File: src/rtl/fixed_block_range_allocator_core_macros.svh
// assertion macros for the fixed block range allocator
// used by the top level, which supplies clk and rst_n
`ifndef FIXED_BLOCK_RANGE_ALLOCATOR_CORE_MACROS_SVH
`define FIXED_BLOCK_RANGE_ALLOCATOR_CORE_MACROS_SVH

// same-cycle implication
`define FBRA_ASSERT_IMP(lbl, ante, cons, msg) \
  lbl: assert property (@(posedge clk) disable iff (!rst_n) (ante) |-> (cons)) \
    else $error(msg);

// next-cycle implication
`define FBRA_ASSERT_NXT(lbl, ante, cons, msg) \
  lbl: assert property (@(posedge clk) disable iff (!rst_n) (ante) |=> (cons)) \
    else $error(msg);

`endif

File: src/rtl/fbra_pkg.sv
// shared types and codes for the fixed block range allocator
// no dependencies
package fbra_pkg;

  localparam int DIV_DW = 16;  // divider dividend width
  localparam int DIV_VW = 8;   // divider divisor width
  localparam int CW     = 11;  // cell / range field width

  localparam logic [2:0] FN_INIT   = 3'd0;
  localparam logic [2:0] FN_ALLOC  = 3'd1;
  localparam logic [2:0] FN_LOOKUP = 3'd2;
  localparam logic [2:0] FN_HEAD   = 3'd3;
  localparam logic [2:0] FN_LINK   = 3'd4;

  localparam logic [2:0] RS_ALLOC   = 3'd0;
  localparam logic [2:0] RS_FULL    = 3'd1;
  localparam logic [2:0] RS_OCC     = 3'd2;
  localparam logic [2:0] RS_FREE    = 3'd3;
  localparam logic [2:0] RS_WRITTEN = 3'd4;
  localparam logic [2:0] RS_LIMIT   = 3'd5;

  typedef enum logic [2:0] {
    ST_IDLE,
    ST_EXEC,
    ST_DIV_INIT,
    ST_INIT_FIN,
    ST_DIV_BLK,
    ST_WALK_CHK,
    ST_WALK_LD
  } fbra_state_t;

  typedef struct packed {
    logic busy;
    logic done;
  } fbra_div_stat_t;

  typedef struct packed {
    logic [2:0]  status;
    logic [9:0]  block_cell;
    logic [13:0] page_bytes;
    logic        young_mark;
  } fbra_res_t;

  function automatic fbra_res_t make_res(logic [2:0] st, logic [9:0] blk,
                                         logic [13:0] bytes, logic young);
    fbra_res_t r;
    r.status     = st;
    r.block_cell = blk;
    r.page_bytes = bytes;
    r.young_mark = young;
    return r;
  endfunction

endpackage

File: src/rtl/fbra_div.sv
// restoring divider, one quotient bit per cycle
// depends on fbra_pkg
module fbra_div import fbra_pkg::*; (
  input  logic              clk,
  input  logic              rst_n,
  input  logic              start,
  input  logic [DIV_DW-1:0] dividend,
  input  logic [DIV_VW-1:0] divisor,
  output fbra_div_stat_t    stat,
  output logic [DIV_VW-1:0] remainder
);

  localparam int CNT_W = $clog2(DIV_DW);

  logic              busy_r, busy_nxt;
  logic              done_r, done_nxt;
  logic [CNT_W-1:0]  cnt_r, cnt_nxt;
  logic [DIV_DW-1:0] quo_r, quo_nxt;
  logic [DIV_VW-1:0] rem_r, rem_nxt;
  logic [DIV_VW-1:0] dvs_r, dvs_nxt;
  logic [DIV_VW:0]   trial;
  logic              ge;

  always_comb begin
    trial    = {rem_r, quo_r[DIV_DW-1]};
    ge       = trial >= {1'b0, dvs_r};
    busy_nxt = busy_r;
    done_nxt = 1'b0;
    cnt_nxt  = cnt_r;
    quo_nxt  = quo_r;
    rem_nxt  = rem_r;
    dvs_nxt  = dvs_r;
    if (start) begin
      busy_nxt = 1'b1;
      cnt_nxt  = '0;
      quo_nxt  = dividend;
      rem_nxt  = '0;
      dvs_nxt  = divisor;
    end else if (busy_r) begin
      rem_nxt = ge ? DIV_VW'(trial - {1'b0, dvs_r}) : trial[DIV_VW-1:0];
      quo_nxt = {quo_r[DIV_DW-2:0], ge};
      cnt_nxt = cnt_r + 1'b1;
      if (cnt_r == CNT_W'(DIV_DW - 1)) begin
        busy_nxt = 1'b0;
        done_nxt = 1'b1;
      end
    end
  end

  always_ff @(posedge clk) begin
    if (!rst_n) begin
      busy_r <= 1'b0;
      done_r <= 1'b0;
      cnt_r  <= '0;
    end else begin
      busy_r <= busy_nxt;
      done_r <= done_nxt;
      cnt_r  <= cnt_nxt;
    end
  end

  always_ff @(posedge clk) begin
    quo_r <= quo_nxt;
    rem_r <= rem_nxt;
    dvs_r <= dvs_nxt;
  end

  assign stat.busy = busy_r;
  assign stat.done = done_r;
  assign remainder = rem_r;

endmodule

File: config.mk
export PLATFORM = sky130hd
export DESIGN_NAME = fbra_div
export DESIGN_NICKNAME = d
export VERILOG_FILES = /design/src/rtl/fixed_block_range_allocator_core_macros.svh /design/src/rtl/fbra_pkg.sv /design/src/rtl/fbra_div.sv
export SDC_FILE = /design/constraint.sdc
export NUM_CORES = 1
export LEC_CHECK = 0
export ABC_AREA = 1
export BUFFER_PORTS_ARGS = -buffer_cell sky130_fd_sc_hd__clkbuf_2
export CORE_ASPECT_RATIO = 1.5
export CORE_UTILIZATION = 59
export DETAILED_ROUTE_END_ITERATION = 10
export GPL_TIMING_DRIVEN = 0
export HOLD_SLACK_MARGIN = 0.12
export PLACE_DENSITY = 0.9
export SYNTH_ARGS = -nofsm -noshare
export SYNTH_HDL_FRONTEND = slang
export SYNTH_SLANG_ARGS = --single-unit
File: constraint.sdc
create_clock -name clk -period 2.95 [get_ports clk]
set_input_delay 0.295 -clock clk [delete_from_list [all_inputs] [get_ports clk]]
set_output_delay 0.295 -clock clk [all_outputs]
set_load 0.005 [all_outputs]
# Yosys cells after proc, flatten, opt, wreduce, memory -nomap -nowiden
# Cells that the tools add are included.
# word_totals
inputBits,27
ff_bits,38
elab_cells,22
out_inout_bits,10
# classes
n_eq_ne,1
n_reduce_logical,3
mux,7
bitwise,2
magnitude_cmp,1
addsub,2
# op_table
op,n
$mux 16,2
$ge 9x8->1,1
$mux 8,1
$sub 8x8->8,1
$add 4x1->4 const B,1
$eq 4x4->1 const B,1
$mux 1,4
$reduce_or 3->1,1
$not 1->1,2
$reduce_bool 2->1,1
$reduce_or 2->1,1

# Logic depth before layout (Yosys ltp)
# Gate-level depths: netlist of run 1.
# depth
ltp_word,4
depth_mapped,12

# Least setup slack after synthesis of run 1
# No wires, ideal clock.
# synth_path
path_type,flip-flop to flip-flop
startpoint,register quo_r[15]
endpoint,register rem_r[4] (netlist: remainder[4])
required_time_ns,2.837
stages_incl_launch_ff,11
arrival_time_ns,1.418
period_less_slack_ns,1.531
setup_slack_ns,1.419
cell_sequence,edfxtp_1 inv_1 ha_1 fa_1 inv_1 nand3_1 nand3_1 xnor2_1 nand2_1 nand3_1 nand2_1
# synth_via
elab_chain_cells,2
elab_cells_between_ends,3
cone_classes,add/sub (1); order compare (1); mux (1)
# synth_lines
element,line,text
"start, declared",fbra_div.sv:18,"logic [DIV_DW-1:0] quo_r, quo_nxt;"
"start signal, assigned",fbra_div.sv:63,quo_r <= quo_nxt;
$sub 8x8->8 or $ge 9x8->1 (tied branches),"fbra_div.sv:40, fbra_div.sv:26",
$mux 8 (*),fbra_div.sv:40,"rem_nxt = ge ? DIV_VW'(trial - {1'b0, dvs_r}) : trial[DIV_VW-1:0];"
"end signal, assigned",fbra_div.sv:64,rem_r <= rem_nxt;
"end, declared",fbra_div.sv:19,"logic [DIV_VW-1:0] rem_r, rem_nxt;"
# Mark *: on every way between the ends. The rest lies on a longest branch, timed or not.
# A chain may end at the register's enable or synchronous reset.

# Final worst setup path of run 1
# layout_path
startpoint,register dvs_r[5]
endpoint,register rem_r[5] (netlist: remainder[5])
# layout_via
elab_chain_cells,2
elab_cells_between_ends,3
cone_classes,add/sub (1); order compare (1); mux (1)
# layout_lines
element,line,text
"start, declared",fbra_div.sv:20,"logic [DIV_VW-1:0] dvs_r, dvs_nxt;"
"start signal, assigned",fbra_div.sv:65,dvs_r <= dvs_nxt;
$sub 8x8->8 or $ge 9x8->1 (tied branches),"fbra_div.sv:40, fbra_div.sv:26",
$mux 8 (*),fbra_div.sv:40,
# Marked as above.

==> results of run 1 <==
-- through the flow --
stage               std cells  setup WS [ns]  instance area, um^2
floorplan                 242           1.42                 2050
global placement          318           1.32                 2280
detailed placement        318           1.30                 2280
CTS                       326           1.27                 2360
global route              326           1.07                 2360
finish                    326           1.27                 2360
-- cells by family (layout without fill, tap and decap cells) --
logic type / after synthesis / in the layout / share of synthesized area, %
adder cells (fa/ha/maj): 10 / 10 / 6.47
buffers and inverters: 33 / 77 / 6.71
AO/OA/AOI/OAI: 8 / 8 / 2.26
AND/OR/NAND/NOR: 150 / 150 / 34.4
flip-flops: 38 / 38 / 48.8
XOR/XNOR: 3 / 3 / 1.28
-- worst register-to-register path, stage by stage, from the launching register on --
cell	delay [ns]
edfxtp_1	0.37
inv_1	0.07
ha_1	0.27
nand2_1	0.15
nor2_1	0.06
nand2_1	0.09
nand2_2	0.09
nor2_8	0.19
nand2_4	0.12
nand2_1	0.10
nand3_1	0.06
nand2_1	0.05
-- state kept, by name, indices dropped and copies added (netlist names) --
register and count:
quo_r 16, cnt_r 4, remainder 8, busy_r 1
done_r 1, dvs_r 8
-- routing by layer --
metal  wire length [um]  GRT usage (%)  part of all wire, %  vias to the layer above
met2               2130           43.7                   55                       55
met1               1550           26.4                   40                      789
li1                   -              -                    -                      857
met5                  0              0                    0                        -
met4                 61           10.2                  1.6                        0
met3                155           4.50                  4.0                        6
-- worst max path at each step --
stage	from	end
2_1_floorplan	quo_r[15]	remainder[4]
4_1_cts	remainder[3]	remainder[5]
3_5_place_dp	remainder[3]	remainder[5]
3_3_place_gp	dvs_r[0]	remainder[4]
5_1_grt	remainder[3]	remainder[7]
6_report	dvs_r[5]	remainder[5]
-- area by class of cell --
cell class / count / area share (%)
Buffer: 6 / 1.54
Clock buffer: 8 / 3.39
Inverter: 27 / 4.29
Multi-Input combinational cell: 171 / 38.6
Sequential cell: 38 / 42.4
Tap cell: 40 / 2.12
Timing Repair Buffer: 36 / 7.64
-- cells in the final DEF (no fill, tap or decap), types with 3 or more instances in the layout --
| master | count |
|---|---|
| ha_1 | 9 |
| edfxtp_1 | 24 |
| clkbuf_2 | 36 |
| inv_1 | 22 |
| clkbuf_8 | 5 |
| dfxtp_1 | 14 |
| buf_4 | 3 |
| clkbuf_1 | 3 |
| inv_2 | 4 |
| nand3_1 | 15 |
| nand2_4 | 3 |
| a21oi_1 | 5 |
| nor2_1 | 9 |
| nand2_2 | 3 |
| nor3_1 | 6 |
| nand2_1 | 100 |
| nand3b_1 | 7 |
-- power breakdown --
| part | switching, W | internal, W | total [W] | leakage [nW] |
|---|---|---|---|---|
| Sequential | 0.0000156 | 0.000610 | 0.000625 | 0.356 |
| Combinational | 0.000115 | 0.0000756 | 0.000190 | 0.819 |
| Clock | 0.000165 | 0.000168 | 0.000333 | 0.0395 |
| Total | 0.000295 | 0.000853 | 0.00115 | 1.21 |
==> run metrics, run 1 <==
status=complete, no violations; Reg area=1000 um^2; total gr overflow=0; area leader, netlist=edfxtp_1; Yosys warnings=0; routed len/inst=12.0 um; worst-margin pin slew=0.368 ns; fmax=595 MHz; Synth top area share=35.2%; Seq/Total Area, Yosys=48.8%; Async S/R FF share, synth=0%; Critical Path Max Stage Delay=0.37 ns; WP data arrival=1.91 ns; Worst Path Max Fanout=10; CORE AREA=3220 um^2; Leak=1.21 nW; number of max-cap violations=0; Post-synth EDFFs=24; Max-slew headroom=75.5%; CP most frequent cell=nand2_1; Syn Inst Count=242; fillers=244; Via-to-Cell Ratio=5.24; Worst Hold Launch=divisor[0]; # DRC=0; Final Power=0.00115 W; CP required=3.18 ns; Setup violations, final=0; antenna violations before repair=0; drt pass-1 iters=6; number of distinct library cells after synthesis=28; Hold WS=0.183 ns; Die ar.=3720 um^2; final core occ=73.2%; Worst Hold Class=in2reg; I/O pin total=37; PD cells=487 nW/um^2; Routed Antenna Nets=0; Reg2Reg Setup Slack=1.27 ns; initial cell density of the core=63.6%; clock slew at reported path FFs=0.07 ns; final wirelength=3910 um; crit path cell chain=inv_1 -> ha_1 -> nand2_1 -> nor2_1 -> nand2_1 -> nand2_2 -> nor2_8 -> nand2_4 -> nand2_1 -> nand3_1 -> nand2_1; Die Ht=74.2 um; setup TNS=0 ns; Hold Crit Endpoint=dvs_r[0]; routability congestion estimate=0.865; top_reg_cell synth=edfxtp_1; Clock Latency Late Sink=0.28 ns; CTS Buf Count=5; delay-heaviest family, CP=simple AND/OR/NAND/NOR gates; Syn Std Cell Area=2050 um^2; Fin. Hold Viols=0; root buffer cell=clkbuf_8; Bufs and invs on worst path=1; Max clock buf depth=2; critical path depth=11; row count=25; P&R area growth vs syn=15.1%; layout cells sized above 1=22.0%; r2r startpoint=dvs_r[5]; Avg Inst Size Synth=8.47 um^2; Syn Nets=279; CP startpoint kind=flop; most common cell in the netlist=nand2_1; crit end category=flop; WHS Path Cells=1; port bufs=36; clock sink count=38; global-route wire length before repair=6620 um; Setup Skew=0.00566 ns; RR Endpoint=remainder[5]; vias=1707; total track usage=23.8%; Nets=322; CTS tree=yes; vias in the first global route=1608; maximum vdd drop=459 uV; Commonest cells post-synth=100 x nand2_1, 24 x edfxtp_1, 22 x inv_1; kind of critical path=reg2reg; largest net degree at the start of global routing=18; fin crit period=1.68 ns; initial DRC count=62; area of the multi-input gates=911 um^2; final worst path period share=57.0%; ANT cells=0; Seq cells post-synth=38; hpwl dp=2950 um; largest cells by area after synthesis=edfxtp_1 35%, nand2_1 18%, dfxtp_1 14%, ha_1 5.5%, inv_1 4.0%; CP max stage cell=edfxtp_1; CTS H-tree depth=2; die width=50.1 um; CTS-repair resized insts=0; unrepaired setup endpoints after global routing=no; Post-CTS Setup Inserts=0; Max Slew Vio Count=0; hold buffer count at CTS=0; R2R depth=11
(Power assumes the default switching activity.)
==> inputs of run 2 (changes only) <==
--- a/config.mk
+++ b/config.mk
@@ -5,14 +5,14 @@
 export SDC_FILE = /design/constraint.sdc
 export NUM_CORES = 1
 export LEC_CHECK = 0
-export ABC_AREA = 1
+export ABC_AREA = 0
 export BUFFER_PORTS_ARGS = -buffer_cell sky130_fd_sc_hd__clkbuf_2
 export CORE_ASPECT_RATIO = 1.5
-export CORE_UTILIZATION = 59
+export CORE_UTILIZATION = 55
 export DETAILED_ROUTE_END_ITERATION = 10
 export GPL_TIMING_DRIVEN = 0
 export HOLD_SLACK_MARGIN = 0.12
-export PLACE_DENSITY = 0.9
+export PLACE_DENSITY = 0.85
 export SYNTH_ARGS = -nofsm -noshare
 export SYNTH_HDL_FRONTEND = slang
 export SYNTH_SLANG_ARGS = --single-unit
==> constraint.sdc (replaced) <==
create_clock -name clk -period 1.7 [get_ports clk]
set_input_delay 0.17 -clock clk [delete_from_list [all_inputs] [get_ports clk]]
set_output_delay 0.17 -clock clk [all_outputs]
set_load 0.005 [all_outputs]
==> run metrics, run 2 <==
status=complete, but fails checks; failing checks=negative setup slack; Avg Inst Size Synth=11.2 um^2 (+32%); port bufs=36 (unchanged); CTS H-tree depth=2 (unchanged); routability congestion estimate=0.789 (-8.8%); register share of total power=48.8% (-5.7 points); Reg2Reg Setup Slack=-0.34 ns (-1.61 ns); P_int=0.00165 W (+94%); Seq/Total Area, Yosys=49.4% (+0.51 points); number of distinct library cells after synthesis=43 (+54%); root buffer cell=clkbuf_8; unrepaired setup endpoints after global routing=yes; largest net degree at the start of global routing=17 (-1); WP data arrival=2.08 ns (+0.17 ns); met2 usage in global routing=42.6% (-1.1 points); global-route wire length before repair=7200 um (+8.9%); final wirelength=4530 um (+16%); worst-margin pin slew=0.577 ns (+0.209 ns); total gr overflow=0 (unchanged); die width=51.6 um (+2.9%); ANT cells=0 (unchanged); Syn Nets=218 (-22%); I/O pin total=37 (unchanged); Seq cells post-synth=38 (unchanged); Worst Path Max Fanout=7 (-3); Setup WS post-layout=-0.343 ns (-1.61 ns); PD cells=862 nW/um^2 (+77%); total track usage=24.8% (+1.1 points); maximum vdd drop=774 uV (+69%); CP startpoint kind=flop; Async S/R FF share, synth=0% (unchanged); Die Ht=76.4 um (+3.0%); global routing's busiest layer=met2; initial DRC count=23 (-63%); max reg flops=16 (unchanged); CP required=1.74 ns (-1.44 ns); Max clock buf depth=2 (unchanged); CTS tree=yes; antenna violations before repair=0 (unchanged); area leader, netlist=edfxtp_1; most common cell in the netlist=edfxtp_1; Routed Antenna Nets=0 (unchanged); layout cells sized above 1=40.5% (+18 points); Via-to-Cell Ratio=5.61 (+7.1%); Commonest cells post-synth=24 x edfxtp_1, 20 x nor2_1, 16 x mux2_2; Leak=1.09 nW (-10%); most common cell after layout, fill and taps aside=clkbuf_2; Clock Latency Late Sink=0.29 ns (about the same); clock slew at reported path FFs=0.07 ns (about the same); Max-slew headroom=61.5% (-14 points); number of max-cap violations=0 (unchanged); crit path cell chain=inv_2 -> ha_4 -> nor2b_4 -> o21ai_4 -> a31oi_4 -> or2_1 -> buf_6 -> mux2_2; Clock power frac=26.3% (-2.7 points); initial cell density of the core=58.8% (-4.8 points); row count=26 (+4.0%); largest cells by area after synthesis=edfxtp_1 36%, dfxtp_1 14%, mux2_2 8.9%, ha_1 5.6%, nor2_1 3.7%; vias=1592 (-6.7%); fmax=490 MHz (-18%); Critical Path Max Stage Delay=0.41 ns (+0.04 ns); dpl cells=259 (-19%); drt pass-1 iters=4 (-2); vias in the first global route=1620 (+0.75%); P&R area growth vs syn=30.6%; kind of critical path=reg2reg; Max Slew Vio Count=0 (unchanged); Setup Skew=0.00692 ns (+0.00126 ns); Switch Pwr=0.000631 W (+110%); fillers=237 (-2.9%); Fin. Hold Viols=0 (unchanged); final worst path period share=120% (+63 points); met1 Track Usage GR=29.1% (+2.7 points); Worst Hold Class=in2reg; fin crit period=2.04 ns (+0.362 ns); Syn Inst Count=181 (-25%); Largest Register=quo_r; # DRC=0 (unchanged); top_reg_cell synth=edfxtp_1; crit end category=flop; M3 GR Usage=4.79% (+0.29 points); sw frac=27.6% (+1.9 points); Gate power share=24.8% (+8.2 points); Syn Std Cell Area=2030 um^2 (-1.0%); CP max stage cell=edfxtp_1; fin cells=284 (-13%); Yosys warnings=0 (unchanged); CORE AREA=3450 um^2 (+7.0%); setup TNS=-2.22 ns (-2.22 ns); Die ar.=3940 um^2 (+6.0%); CTS Buf Count=5 (unchanged); Placed Area=2320 um^2 (+1.8%); routed len/inst=16.0 um (+33%); commonest non-fill, non-tap cells in the layout=36 x clkbuf_2, 24 x edfxtp_1, 20 x nor2_1; Design Area, Final=2650 um^2 (+12%); Setup violations, final=9 (+9); Nets=278 (-14%); hpwl dp=2880 um (-2.5%); Post-synth EDFFs=24 (unchanged); clock sink count=38 (unchanged); Synth top area share=35.5% (+0.37 points)
==> run 2: cell types whose count changed in the layout (fill, tap and decap cells not counted), sizes merged, moves of 7 or more <==
cell	before	now
nand2	106	14
mux2	0	16
inv	26	13
nand3	16	4
buf	6	15
dlygate4sd3	0	9
nor2	12	20
o21ai	0	7
==> run 2: stage by stage <==
step                worst slack (ns)  hold slack (ns)  util (%)  total power [W]
finish                        -0.343            0.181      76.8          0.00228
global route                  -0.405            0.173      76.8          0.00238
CTS                           -0.340            0.181      74.1          0.00221
detailed placement            -0.466            0.349      67.3          0.00158
global placement              -0.443            0.347      67.3          0.00157
floorplan                     -0.311            0.269         -          0.00146
==> run 2: critical path: cells and delay by family (launching register included) <==
kind / cells / cell delay (ns)
AOI/OAI and AO/OA: 2 / 0.33
DFF: 1 / 0.41
and+or+nand+nor: 2 / 0.37
adders and majority gates: 1 / 0.20
buffers and inverters: 2 / 0.23
muxes: 1 / 0.25
==> run 2: area by class of cell <==
type	count	area, um^2	share of cell area, %
tap	42	52.6	1.98
sequential	38	1010	38.0
inverter	13	48.8	1.84
buffer	7	51.3	1.94
timing repair buffer	54	342	12.9
clock buffer	8	80.1	3.02
multi-input combinational	122	1070	40.3
==> run 2: power by group through the flow <==
stage	registers (W)	logic [W]	clock network (W)
after global routing	0.00112	0.000615	0.000642
final	0.00111	0.000567	0.000600
after global placement	0.00113	0.000442	0
after detailed placement	0.00113	0.000453	0
after CTS	0.00111	0.000505	0.000596
after floorplan	0.00112	0.000338	0
==> run 2: timing repair <==
| item | CTS | global route |
|---|---|---|
| gates resized for setup | 9 | 10 |
| hold buffers | 9 | 0 |
| setup buffers | 5 | 4 |
| endpoints found under the setup margin | 9 | 9 |
| pin swaps | 9 | 4 |
| endpoints found under the hold margin | 9 | 0 |
==> run 2: cells by family after synthesis <==
logic type,Yosys count,share of synthesized area [%]
adder cells (fa/ha/maj),10,6.54
AO/OA/AOI/OAI,36,15.1
multiplexers,17,9.38
flip-flops,38,49.4
AND/OR/NAND/NOR,53,12.4
buffers and inverters,21,4.69
XOR/XNOR,6,2.59
==> run 2: path summary, 6_finish.rpt <==
path	start	end	depth (start not counted)
max reg2reg	dvs_r[1]	quo_r[0]	8
max	dvs_r[1]	quo_r[0]	8
min	dividend[5]	quo_r[5]	2
min reg2reg	cnt_r[3]	done_r	2
==> run 2: layer usage <==
metal,up-vias,wire length [um]
met5,-,0
met4,0,129
met3,12,141
met2,45,2400
met1,760,1870
li1,775,-
==> inputs of run 3 (changes only) <==
--- a/config.mk
+++ b/config.mk
@@ -10,9 +10,10 @@
 export CORE_ASPECT_RATIO = 1.5
 export CORE_UTILIZATION = 55
 export DETAILED_ROUTE_END_ITERATION = 10
-export GPL_TIMING_DRIVEN = 0
+export GPL_TIMING_DRIVEN = 1
 export HOLD_SLACK_MARGIN = 0.12
 export PLACE_DENSITY = 0.85
+export RECOVER_POWER = 100
 export SYNTH_ARGS = -nofsm -noshare
 export SYNTH_HDL_FRONTEND = slang
 export SYNTH_SLANG_ARGS = --single-unit
==> run metrics, run 3 (same netlist as run 2, synthesis figures left out) <==
status=complete, but fails checks; failing checks=negative setup slack; register share of total power=46.2% (-2.6 points); dpl cells=282 (+8.9%); I/O pin total=37 (unchanged); Nets=295 (+6.1%); max reg flops=16 (unchanged); Final Power=0.00241 W (+5.4%); Worst Path Max Fanout=3 (-4); initial DRC count=39 (+70%); Via-to-Cell Ratio=5.54 (-1.1%); hpwl dp=3360 um (+17%); clock sink count=38 (unchanged); fillers=203 (-14%); final worst path period share=114% (-6.6 points); final wirelength=5000 um (+10%); Routed Antenna Nets=0 (unchanged); fin cells=301 (+6.0%); vias=1669 (+4.8%); row count=26 (unchanged); Clock Latency Late Sink=0.29 ns (about the same); CP startpoint kind=flop; routability congestion estimate=0.826 (+4.6%); Design Area, Final=2770 um^2 (+4.4%); Max-slew headroom=35.0% (-27 points); CTS tree=yes; final core occ=80.2% (+3.4 points); unrepaired setup endpoints after global routing=yes; antenna violations before repair=0 (unchanged); most common cell after layout, fill and taps aside=clkbuf_2; PD cells=870 nW/um^2 (+0.96%); initial cell density of the core=58.8% (unchanged); fmax=518 MHz (+5.8%); maximum vdd drop=899 uV (+16%); Max clock buf depth=2 (unchanged); CP max stage cell=edfxtp_1; Setup Skew=0.00693 ns (+0.00000575 ns); Gate power share=27.2% (+2.4 points); global-route wire length before repair=7520 um (+4.4%); kind of critical path=reg2reg; fin crit period=1.93 ns (-0.112 ns); sw frac=28.1% (+0.49 points); Die Ht=76.4 um (unchanged); P_int=0.00173 W (+4.7%); Switch Pwr=0.000677 W (+7.3%); total gr overflow=0 (unchanged); WP data arrival=2.14 ns (+0.06 ns); crit path cell chain=ha_4 -> fa_2 -> nand2b_4 -> a2111o_1 -> o211ai_1 -> o211ai_1 -> o211ai_1; CP required=1.91 ns (+0.17 ns); ANT cells=0 (unchanged); total track usage=26.4% (+1.6 points); Placed Area=2500 um^2 (+8.0%); die width=51.6 um (unchanged); clock slew at reported path FFs=0.08 ns (about the same); routed len/inst=16.6 um (+4.1%); WHS Path Cells=2 (unchanged); CTS Buf Count=5 (unchanged); port bufs=36 (unchanged); largest net degree at the start of global routing=20 (+3); Largest Register=quo_r; root buffer cell=clkbuf_8; worst-margin pin slew=0.975 ns (+0.398 ns); Setup violations, final=11 (+2); R2R depth=7 (-1); commonest non-fill, non-tap cells in the layout=34 x clkbuf_2, 25 x buf_4, 24 x edfxtp_1; CORE AREA=3450 um^2 (unchanged); Clock power frac=26.6% (+0.3 points); CTS H-tree depth=2 (unchanged); number of max-cap violations=0 (unchanged); post-place setup slack=-0.257 ns (+0.210 ns); # DRC=0 (unchanged); crit end category=flop; Max Slew Vio Count=0 (unchanged); CP most frequent cell=o211ai_1; Critical Path Max Stage Delay=0.42 ns (about the same); Setup WS post-layout=-0.231 ns (+0.112 ns); Leak=1.16 nW (+6.0%); Fin. Hold Viols=0 (unchanged); vias in the first global route=1693 (+4.5%); layout cells sized above 1=44.0% (+3.5 points); Worst Hold Class=in2reg; P&R area growth vs syn=36.3%; drt pass-1 iters=5 (+1); Die ar.=3940 um^2 (unchanged)
==> run 3: worst max-delay path: cells and delay by family (launching register included) <==
family / cells / cell delay (ns)
and+or+nand+nor: 1 / 0.16
DFF: 1 / 0.42
adders and majority gates: 2 / 0.56
AOI/OAI and AO/OA: 4 / 0.72
==> run 3: power groups by stage <==
stage | Combinational (W) | Clock [W] | Sequential, W
after CTS | 0.000606 | 0.000648 | 0.00111
after global routing | 0.000698 | 0.000675 | 0.00112
after global placement | 0.000544 | 0 | 0.00112
after floorplan | 0.000338 | 0 | 0.00112
after detailed placement | 0.000559 | 0 | 0.00112
final | 0.000655 | 0.000640 | 0.00111
==> run 3: metrics by stage <==
stage	setup TNS, ns	hold slack [ns]
6_report	-1.44	0.190
5_1_grt	-3.09	0.179
4_1_cts	-1.40	0.183
3_5_place_dp	-1.67	0.349
3_3_place_gp	-1.39	0.347
2_1_floorplan	-1.29	0.269
==> run 3: timing repair <==
| item | 4_1_cts | 5_1_grt |
|---|---|---|
| setup buffers | 0 | 2 |
| hold buffers | 9 | 0 |
| resized for setup | 9 | 14 |
| hold endpoints to repair | 9 | 0 |
| setup endpoints to repair | 9 | 9 |
| pin swaps | 7 | 7 |
==> run 3: metal layers <==
layer | share of wire [%] | GRT usage (%)
met4 | 3.8 | 11.4
met2 | 55 | 48.8
met3 | 4.2 | 7.19
met1 | 37 | 26.0
met5 | 0 | 0
==> run 3: final cells by class <==
type	count	area (um^2)	area share [%]
inverter	13	48.8	1.76
clock inverter	1	5.00	0.181
sequential	38	1000	36.3
tap	42	52.6	1.90
multi-input combinational	122	1080	38.9
timing repair buffer	78	493	17.8
clock buffer	7	86.3	3.12
==> run 3: worst paths after layout <==
check,startpoint,to,slack (ns)
setup reg to reg,dvs_r[0],remainder[6],-0.23
setup / recovery,dvs_r[0],remainder[6],-0.23
hold reg to reg,cnt_r[3],done_r,0.47
hold / removal,dividend[10],quo_r[10],0.19
